`src/hdl/ncl_pkg.sv`:
```
`timescale 1ns / 1ps
// ----------------------------------------------------------------------------
// Nearest crystal lookup package
// Shared widths, codes and the scan token type of the crystal lookup core.
// ----------------------------------------------------------------------------
package ncl_pkg;

   localparam int COORD_W   = 16;
   localparam int DIFF_W    = COORD_W + 1;
   localparam int SQ_W      = 2 * DIFF_W;
   localparam int DIST_W    = SQ_W + 1;
   localparam int SLOT_W    = 6;
   localparam int CRYSTAL_W = 6;

   localparam logic signed [COORD_W-1:0] ONE_Q14     = 16'sd16384;
   localparam logic signed [COORD_W-1:0] MINUS_ONE_Q14 = -16'sd16384;

   localparam logic CMD_LOAD     = 1'b0;
   localparam logic CMD_CLASSIFY = 1'b1;

   localparam logic STATUS_FOUND = 1'b0;
   localparam logic STATUS_RANGE = 1'b1;

   typedef struct packed {
      logic              valid;
      logic [DIST_W-1:0] sq_dist;
   } token_type;

endpackage

```
`src/hdl/ncl_cell.sv`:
```
`timescale 1ns / 1ps
// ----------------------------------------------------------------------------
// Nearest crystal lookup cell
// Holds one crystal peak position, keeps its squared distance to the current
// event and passes the running best distance and index on to the next cell.
// ----------------------------------------------------------------------------
module ncl_cell #(
   parameter int IDX_W      = 6,
   parameter int CELL_INDEX = 0
) (
   input  logic                               clock,
   input  logic                               reset,
   input  logic                               wr_en,
   input  logic signed [ncl_pkg::COORD_W-1:0] wr_x,
   input  logic signed [ncl_pkg::COORD_W-1:0] wr_y,
   input  logic signed [ncl_pkg::COORD_W-1:0] query_x,
   input  logic signed [ncl_pkg::COORD_W-1:0] query_y,
   input  ncl_pkg::token_type                 tok_in,
   input  logic [IDX_W-1:0]                   idx_in,
   output ncl_pkg::token_type                 tok_out,
   output logic [IDX_W-1:0]                   idx_out
);
   import ncl_pkg::*;

   logic signed [COORD_W-1:0] peak_x_ff;
   logic signed [COORD_W-1:0] peak_y_ff;
   logic signed [DIFF_W-1:0]  diff_x;
   logic signed [DIFF_W-1:0]  diff_y;
   logic signed [SQ_W-1:0]    prod_x;
   logic signed [SQ_W-1:0]    prod_y;
   logic [SQ_W-1:0]           sq_x_ff;
   logic [SQ_W-1:0]           sq_y_ff;
   logic [DIST_W-1:0]         own_dist;
   logic                      take;
   logic                      tok_valid_ff;
   logic [DIST_W-1:0]         tok_dist_ff;
   logic [IDX_W-1:0]          idx_ff;

   assign diff_x   = DIFF_W'(peak_x_ff) - DIFF_W'(query_x);
   assign diff_y   = DIFF_W'(peak_y_ff) - DIFF_W'(query_y);
   assign prod_x   = diff_x * diff_x;
   assign prod_y   = diff_y * diff_y;
   assign own_dist = DIST_W'(sq_x_ff) + DIST_W'(sq_y_ff);
   assign take     = own_dist < tok_in.sq_dist;

   always_ff @(posedge clock) begin
      if (wr_en) begin
         peak_x_ff <= wr_x;
         peak_y_ff <= wr_y;
      end
      sq_x_ff     <= unsigned'(prod_x);
      sq_y_ff     <= unsigned'(prod_y);
      tok_dist_ff <= take ? own_dist : tok_in.sq_dist;
      idx_ff      <= take ? IDX_W'(CELL_INDEX) : idx_in;
   end

   always_ff @(posedge clock) begin
      if (reset) begin
         tok_valid_ff <= 1'b0;
      end else begin
         tok_valid_ff <= tok_in.valid;
      end
   end

   assign tok_out.valid   = tok_valid_ff;
   assign tok_out.sq_dist = tok_dist_ff;
   assign idx_out         = idx_ff;

endmodule

```
`config.mk`:
```
export PLATFORM = sky130hd
export DESIGN_NAME = ncl_cell
export DESIGN_NICKNAME = d
export VERILOG_FILES = /design/src/hdl/ncl_pkg.sv /design/src/hdl/ncl_cell.sv
export SDC_FILE = /design/constraint.sdc
export NUM_CORES = 1
export LEC_CHECK = 0
export CORE_MARGIN = 2
export CORE_UTILIZATION = 50
export CTS_BUF_LIST = sky130_fd_sc_hd__clkbuf_4 sky130_fd_sc_hd__clkbuf_8
export CTS_CLUSTER_SIZE = 25
export DETAILED_ROUTE_END_ITERATION = 10
export DONT_BUFFER_PORTS = 1
export HOLD_SLACK_MARGIN = 0.12
export PLACE_DENSITY_LB_ADDON = 0.3
export SETUP_SLACK_MARGIN = 0.05
export SKIP_CTS_REPAIR_TIMING = 1
export SLEW_MARGIN = 20
export SYNTH_ARGS = -nofsm -noshare
export SYNTH_HDL_FRONTEND = slang
export SYNTH_SLANG_ARGS = --single-unit
```
`constraint.sdc`:
```
create_clock -name clock -period 16.6 [get_ports clock]
set_input_delay 1.66 -clock clock [delete_from_list [all_inputs] [get_ports clock]]
set_output_delay 1.66 -clock clock [all_outputs]
set_load 0.02 [all_outputs]
```
### After elaboration in Yosys (flattened, before gate mapping)

Cells that the tools add are included.

| storage, ports and cells | value |
|---|---|
| input port bits | 109 |
| word-level logic and storage cells | 14 |
| register bits after elaboration | 142 |

| cells by class | value |
|---|---|
| magnitude comparators | 1 |
| mux-type cells | 1 |
| add/sub/neg operators | 3 |
| multipliers | 2 |

Operators by type and width:

| cell | count |
|---|---|
| $mul 17x17->34 | 2 |
| $add 34x34->35 | 1 |
| $lt 35x35->1 | 1 |
| $mux 35 | 1 |
| $sub 16x16->17 | 2 |

### Depth between registers and ports, before layout

Gate-level depths: netlist of the first run.

| logic depth | value |
|---|---|
| depth after elaboration | 3 |
| mapped depth | 37 |
| gate-level depth less buffers | 35 |

### Worst setup path after synthesis of the first run

OpenSTA, ideal clock, no wires.

| timing | value |
|---|---|
| path type | input-to-reg |
| start | in query_y[0] (netlist bit) |
| end | reg sq_y_ff[33] |
| cell stages on the path | 34 |
| setup slack | 7.607 ns |
| arrival time | 8.921 ns |
| buffers on the path | 2 |
| setup time | 0.072 ns |
| cells stage by stage | ha_1 fa_1 nor2b_1 o21a_1 o21ai_1 a21oi_1 a211oi_2 a21oi_1 nand2_1 a31o_2 inv_1 buf_2 nor2_1 fa_1 inv_1 fa_1 inv_1 fa_1 fa_1 fa_1 inv_1 fa_1 inv_1 ha_1 clkbuf_2 nand2_1 o21ai_0 o41ai_1 nor3b_1 a21oi_2 a211oi_1 o41ai_1 a21oi_1 xnor2_1 |

| on the way | value |
|---|---|
| word-level cells in the longest chain between the ends | 2 |

RTL lines:

| element | RTL line | source |
|---|---|---|
| start, declared | ncl_cell.sv:17 | `input logic signed [ncl_pkg::COORD_W-1:0] query_y,` |
| $sub 16x16->17 | ncl_cell.sv:40 | `assign diff_y = DIFF_W'(peak_y_ff) - DIFF_W'(query_y);` |
| $mul 17x17->34 | ncl_cell.sv:42 | `assign prod_y = diff_y * diff_y;` |
| named net prod_y[33] | ncl_cell.sv:30 | `logic signed [SQ_W-1:0] prod_y;` |
| end signal, assigned | ncl_cell.sv:52 | `sq_y_ff <= unsigned'(prod_y);` |
| end, declared | ncl_cell.sv:32 | `logic [SQ_W-1:0] sq_y_ff;` |

The timed path passes the listed nets, and every way through them passes these cells.
A chain may end at the register's enable or synchronous reset.

### Worst setup path in the final report of the first run

| timing | value |
|---|---|
| start | in query_x[1] (netlist bit) |
| end | reg sq_x_ff[31] |

| on the way | value |
|---|---|
| word-level cells in the longest chain between the ends | 2 |

RTL lines:

| element | RTL line | source |
|---|---|---|
| start, declared | ncl_cell.sv:16 | `input logic signed [ncl_pkg::COORD_W-1:0] query_x,` |
| $sub 16x16->17 | ncl_cell.sv:39 | `assign diff_x = DIFF_W'(peak_x_ff) - DIFF_W'(query_x);` |
| $mul 17x17->34 | ncl_cell.sv:41 | `assign prod_x = diff_x * diff_x;` |
| named net prod_x[31] | ncl_cell.sv:29 | `logic signed [SQ_W-1:0] prod_x;` |
| end signal, assigned | ncl_cell.sv:51 | `sq_x_ff <= unsigned'(prod_x);` |
| end, declared | ncl_cell.sv:31 | `logic [SQ_W-1:0] sq_x_ff;` |

The timed path passes the listed nets, and every way through them passes these cells.

==> results of run 1 <==
## worst register-to-register path, delay by kind of cell, from the launching register on
kind | cells | cell delay [ps]
buf+inv | 5 | 680
fa+ha+maj | 8 | 3660
xor+xnor | 1 | 830
simple gates | 4 | 780
flops | 1 | 420
compound gates | 12 | 2980
## stage by stage
| step | util [%] | std cells | setup slack (ps) |
|---|---|---|---|
| floorplan | - | 2857 | 7610 |
| global placement | 52.3 | 3512 | 6330 |
| detailed placement | 52.3 | 3512 | 5960 |
| CTS | 53.2 | 3543 | 6530 |
| global route | 53.2 | 3544 | 5790 |
| finish | 53.2 | 3544 | 6470 |
## cells in the mapped netlist (6+ instances only)
library cell	number	share of area (%)
nor2b_1	20	0.47
ha_1	262	12
edfxtp_1	32	3.6
nand4_1	15	0.35
mux2_2	34	1.4
xnor2_1	99	3.2
fa_1	544	41
a21oi_1	84	1.6
a2111oi_0	7	0.23
buf_2	12	0.22
a211oi_1	13	0.37
nand2_1	235	3.3
o21ai_0	53	0.99
inv_1	739	10
nor3_1	18	0.34
o21a_1	18	0.51
o21bai_1	7	0.20
nand2b_1	16	0.37
clkbuf_1	45	0.63
o21ai_1	6	0.11
xor2_1	31	1.0
and2_1	12	0.28
a21o_1	50	1.4
or2_2	7	0.16
and3_1	10	0.23
dfxtp_1	108	8.1
nand3_1	24	0.45
a31oi_1	8	0.19
inv_2	8	0.11
o31ai_1	7	0.20
nor2_1	249	3.5
o211ai_1	7	0.20
## cell families after synthesis
logic type,after synthesis,synth area share (%)
fa+ha+maj,806,53.1
mux,37,1.55
buf+inv,811,11.5
xor+xnor,132,4.39
simple gates,621,9.85
flops,140,11.7
compound gates,310,7.98
## metal layers
| layer | up-vias | global-route usage [%] | part of all wire (%) |
|---|---|---|---|
| met4 | 0 | 8.80 | 2.8 |
| li1 | 8643 | - | - |
| met2 | 598 | 39.3 | 48 |
| met5 | - | 0 | 0 |
| met3 | 115 | 4.77 | 6.7 |
| met1 | 9548 | 31.5 | 42 |
## registers in the layout (all words and copies together) (netlist names)
register and flops:
sq_x_ff 33, tok_dist_ff 35, tok_valid_ff 1, idx_out 6, sq_y_ff 33, peak_x_ff 16, peak_y_ff 16
## how the worst min path moves through the flow
stage	start	end	slack (ps)	depth (start not counted)
floorplan	peak_y_ff[1]	sq_y_ff[2]	530	2
global placement	sq_x_ff[0]	tok_dist_ff[0]	600	2
detailed placement	sq_x_ff[0]	tok_dist_ff[0]	610	2
CTS	sq_x_ff[0]	tok_dist_ff[0]	640	2
global route	sq_x_ff[0]	tok_dist_ff[0]	660	2
finish	sq_x_ff[0]	tok_dist_ff[0]	630	2
## cells in the final DEF, fill, tap and decap left out, types with 10 or more instances in the layout
master	count
a21oi_1	84
mux2_2	34
nor2b_1	20
nor2_1	249
and3_1	10
fa_1	544
xnor2_1	99
inv_1	739
a211oi_1	13
dfxtp_1	108
ha_1	262
nand3_1	23
nand2b_1	16
nand4_1	15
o21a_1	18
a21o_1	50
edfxtp_1	32
buf_4	27
clkbuf_8	17
xor2_1	30
and2_1	12
o21ai_0	53
nand2_1	235
nor3_1	18
## area by class of cell
class | count | share of cell area [%]
Multi-Input combinational cell | 1906 | 73.3
Clock inverter | 11 | 0.777
Tap cell | 688 | 3.07
Timing Repair Buffer | 27 | 0.723
Antenna cell | 1 | 0.00893
Inverter | 751 | 10.1
Clock buffer | 20 | 0.916
Sequential cell | 140 | 11.1
==> flow_summary.yaml, run 1 <==
grt:
  grt_pass1_wl_mm: 104
  grt_pass1_vias: 21000
  track_usage_pct: 23.9
  grt_max_degree: 42
  antenna_found_initial: 1
  grt_overflow: 0
worst_setup_path:
  path_max_fanout: 11
  r2r_slack_ps: 7170
  cp-end-kind: "flop"
  path_buf_inv: 6
  crit_path_start: "query_x[1]"
  cp-start-kind: "input pin"
  critPathKind: "in2reg"
  critPathRequiredTime_ps: 17050
  critPathTopFamily: "adder cells"
  critPathSlowestCell: "xor2_1"
  reg2regPathDepth: 30
  r2r-start: "peak_x_ff[1]"
  cpPeakStageDelay_ps: 830
  cp_data_arrival_time_ps: 10580
  crit_cells: 31
  r2r-end: "sq_x_ff[31]"
  endpoint: "sq_x_ff[31]"
floorplanning:
  start_util_pct: 50.7
  die_height_um: 235
  core_um2: 52700
  row_count: 84
  die_w_um: 235
  die_area_um2: 55300
  io_pins: 151
timing:
  skew_ps: 27.3
  layout_min_cycle_time_ps: 10130
  rsz0062_at_grt: "false"
  hold_viol_final: 0
  relSlewSlack_pct: 29.9
  tightest_slew_ps: 1050
  finalSetupTns_ps: 0
  slew_violations: 0
  fmax_mhz: 98.7
  holdWs_ps: 631
  setup_viol: 0
  timing.final.crit_share_pct: 61.0
run:
  maxCapViolCount: 0
clocking:
  clk_pin_slew_ps: 80
  clock_sinks: 140
  cts_root_buf: "clkbuf_8"
  cts_buffers: 17
  cts_tree: "done"
  worst_skew_pair.late_latency_ps: 560
  cts.path.max_buffers: 2
  htreeDepth: 4
yosys:
  syn-num-nets: 3772
  netlist_instances: 2857
  synth_area_um2: 26700
  seq_area_frac_synth_pct: 11.7
  synth_edf_count: 32
  avgSynthCellArea_um2: 9.35
  yosysUniqueCellTypes: 71
  synthFlopType: "dfxtp_1"
  synth_async_sr_flop_share_pct: 0
  ys_warn_count: 0
  yosys_register_bits: 140
placement:
  port_buffers: 0
  hpwl_mm: 52.9
  place_congestion: 0.913
  place_area_um2: 27500
drt:
  first_pass_iters: 8
  drc: 0
  drtIter0Drc: 1071
  num_vias: 18900
  wl_per_cell_um: 17.7
  drt-vias-per-instance: 5.33
  wl_mm: 62.6
  ant_nets: 0
layout:
  nNetsFinal: 3758
  area_growth_pct: 4.92
  num-fill-cells: 4738
  final-seq-area_um2: 3120
  multiInputGateArea_um2: 20500
  post-route-cell-area_um2: 28000
  layout-drive-gt1-share_pct: 4.66
status:
  outcome: "finished clean"
min_path:
  hp-class: "reg2reg"
Power of run 1 is not shown: default switching activity piles up to over one toggle a cycle in this logic, so the estimate is an artifact.
==> run 2: changes to the inputs <==
--- a/config.mk
+++ b/config.mk
@@ -5,6 +5,7 @@
 export SDC_FILE = /design/constraint.sdc
 export NUM_CORES = 1
 export LEC_CHECK = 0
+export ABC_AREA = 1
 export CORE_MARGIN = 2
 export CORE_UTILIZATION = 50
 export CTS_BUF_LIST = sky130_fd_sc_hd__clkbuf_4 sky130_fd_sc_hd__clkbuf_8
==> constraint.sdc (replaced) <==
create_clock -name clock -period 10.43 [get_ports clock]
set_input_delay 1.043 -clock clock [delete_from_list [all_inputs] [get_ports clock]]
set_output_delay 1.043 -clock clock [all_outputs]
set_load 0.02 [all_outputs]
==> run 2 against run 1 <==
Hold slack worse by 71 ps. Clock skew is 14 ps lower. Non-clock buffer count is 11 lower. Via count is 20% higher. Global-route usage is 1.1 points higher. Clock-buffer cell count is 1 higher. Register-to-register slack worse by 4500 ps.
==> flow_summary.yaml, run 2 <==
status:
  outcome: "finished clean"
worst_setup_path:
  cpPeakStageDelay_ps: 720
  critPathSlowestCell: "fa_1"
  path_max_fanout: 17
  path_buf_inv: 8
  critPathKind: "in2reg"
  cp-end-kind: "flop"
  cp_data_arrival_time_ps: 8380
  critPathTopFamily: "adder cells"
  cp-start-kind: "input pin"
  critPathRequiredTime_ps: 10870
floorplanning:
  start_util_pct: 50.6
  core_um2: 57800
  die_area_um2: 60500
  row_count: 88
  die_w_um: 246
  io_pins: 151
  die_height_um: 246
placement:
  hpwl_mm: 62.1
  place_congestion: 0.962
  place_area_um2: 30100
  port_buffers: 0
layout:
  diodes: 0
  nNetsFinal: 4670
  post-route-cell-area_um2: 30500
  layout-drive-gt1-share_pct: 2.47
  num-fill-cells: 5566
  largest_reg_flops: 35
  layout_common_cells: "inv_1, nand2_1, fa_1, nor2_1, ha_1"
  final_common_cell: "inv_1"
  area_growth_pct: 4.34
  reg.largest.list: "tok_dist_ff x35, sq_x_ff x33, sq_y_ff x33"
  regMostFlops: "tok_dist_ff"
yosys:
  avgSynthCellArea_um2: 7.75
  synth_common_cells: "inv_1, nand2_1, fa_1"
  yosysUniqueCellTypes: 38
  netlist_instances: 3774
  seq_area_frac_synth_pct: 10.7
  synth_area_leaders: "fa_1, inv_1, nand2_1"
  synth_edf_count: 32
  synth_async_sr_flop_share_pct: 0
  synth_area_um2: 29300
  synth_top_area_cell: "fa_1"
  yosysMostFrequentCell: "inv_1"
  synthFlopType: "dfxtp_1"
  syn-num-nets: 4689
  ys_warn_count: 0
  yosys_register_bits: 140
  synth_top_area_share_pct: 37.2
grt:
  grt_overflow: 0
  grt_pass1_wl_mm: 119
  track_usage_pct: 25.0
  grt_max_degree: 39
  grt_pass1_vias: 23800
  antenna_found_initial: 0
timing:
  rsz0062_at_grt: "false"
  layout_min_cycle_time_ps: 7940
  hold_viol_final: 0
  tightest_slew_ps: 878
  skew_ps: 12.8
  timing.final.crit_share_pct: 76.2
  slew_violations: 0
  finalSetupTns_ps: 0
  setup_viol: 0
  fmax_mhz: 126
  relSlewSlack_pct: 41.4
drt:
  num_vias: 22700
  wl_mm: 71.3
  drtIter0Drc: 1247
  ant_nets: 0
  first_pass_iters: 5
  drc: 0
  drt-vias-per-instance: 5.00
  wl_per_cell_um: 15.7
clocking:
  cts_root_buf: "clkbuf_8"
  cts_buffers: 17
  cts_tree: "done"
  clock_sinks: 140
  htreeDepth: 4
  cts.path.max_buffers: 2
  clk_pin_slew_ps: 80
  worst_skew_pair.late_latency_ps: 550
run:
  maxCapViolCount: 0
min_path:
  hp-class: "in2reg"
run 2: cell types whose count changed in the layout (fill, tap and decap cells not counted), sizes merged, moves of 19 or more:
cell	before	now
xnor2	100	24
a21oi	88	133
nor2b	20	0
mux2	35	0
nand2	235	883
inv	748	1037
xor2	32	69
nand3	24	124
nand4	15	34
nor2	249	327
a21o	50	8
run 2: path summary, 6_finish.rpt:
path	start	to	slack, ps	cells past startpoint
setup reg to reg	peak_y_ff[0]	sq_y_ff[33]	2640	31
hold / removal	reset	tok_valid_ff	560	1
setup / recovery	query_y[0]	sq_y_ff[33]	2490	30
hold reg to reg	sq_y_ff[2]	tok_dist_ff[2]	600	3
run 2: logic make-up after synthesis:
logic type / Yosys count / share of synthesized area [%]
flip-flops: 140 / 10.7
XOR/XNOR: 93 / 2.94
buffers and inverters: 1090 / 14.2
adder cells (fa/ha/maj): 806 / 48.4
AO/OA/AOI/OAI: 231 / 4.26
AND/OR/NAND/NOR: 1414 / 19.5
run 2: cell type report:
type	instances	area, um^2	share of cell area [%]
Multi-Input combinational cell	2544	22000	72.0
Inverter	1036	3890	12.7
Sequential cell	140	3120	10.2
Tap cell	765	957	3.14
Clock buffer	21	270	0.885
Clock inverter	11	183	0.598
Timing Repair Buffer	16	120	0.394
run 2: worst reg2reg max path, delay by kind of cell, from the launching register on:
kind            cells  cell delay, ps
flops               1             320
buf+inv             9            1180
simple gates       12            1820
fa+ha+maj           9            4230
compound gates      1             120
run 2: metrics by stage:
| step | utilization [%] | instances | setup slack (ps) | hold WS (ps) |
|---|---|---|---|---|
| floorplan | - | 3774 | 3130 | 527 |
| global placement | 52.0 | 4501 | 2060 | 586 |
| detailed placement | 52.0 | 4501 | 2010 | 579 |
| CTS | 52.8 | 4533 | 2610 | 506 |
| global route | 52.8 | 4533 | 2000 | 535 |
| finish | 52.8 | 4533 | 2490 | 560 |
run 2: metal layers:
metal	GRT usage, %	vias up	part of all wire, %
li1	-	11000	-
met1	33.7	10800	44
met2	40.9	751	46
met3	5.03	110	7.8
met4	7.22	0	2.4
met5	0	-	0
Power of run 2 is left out for the same reason.
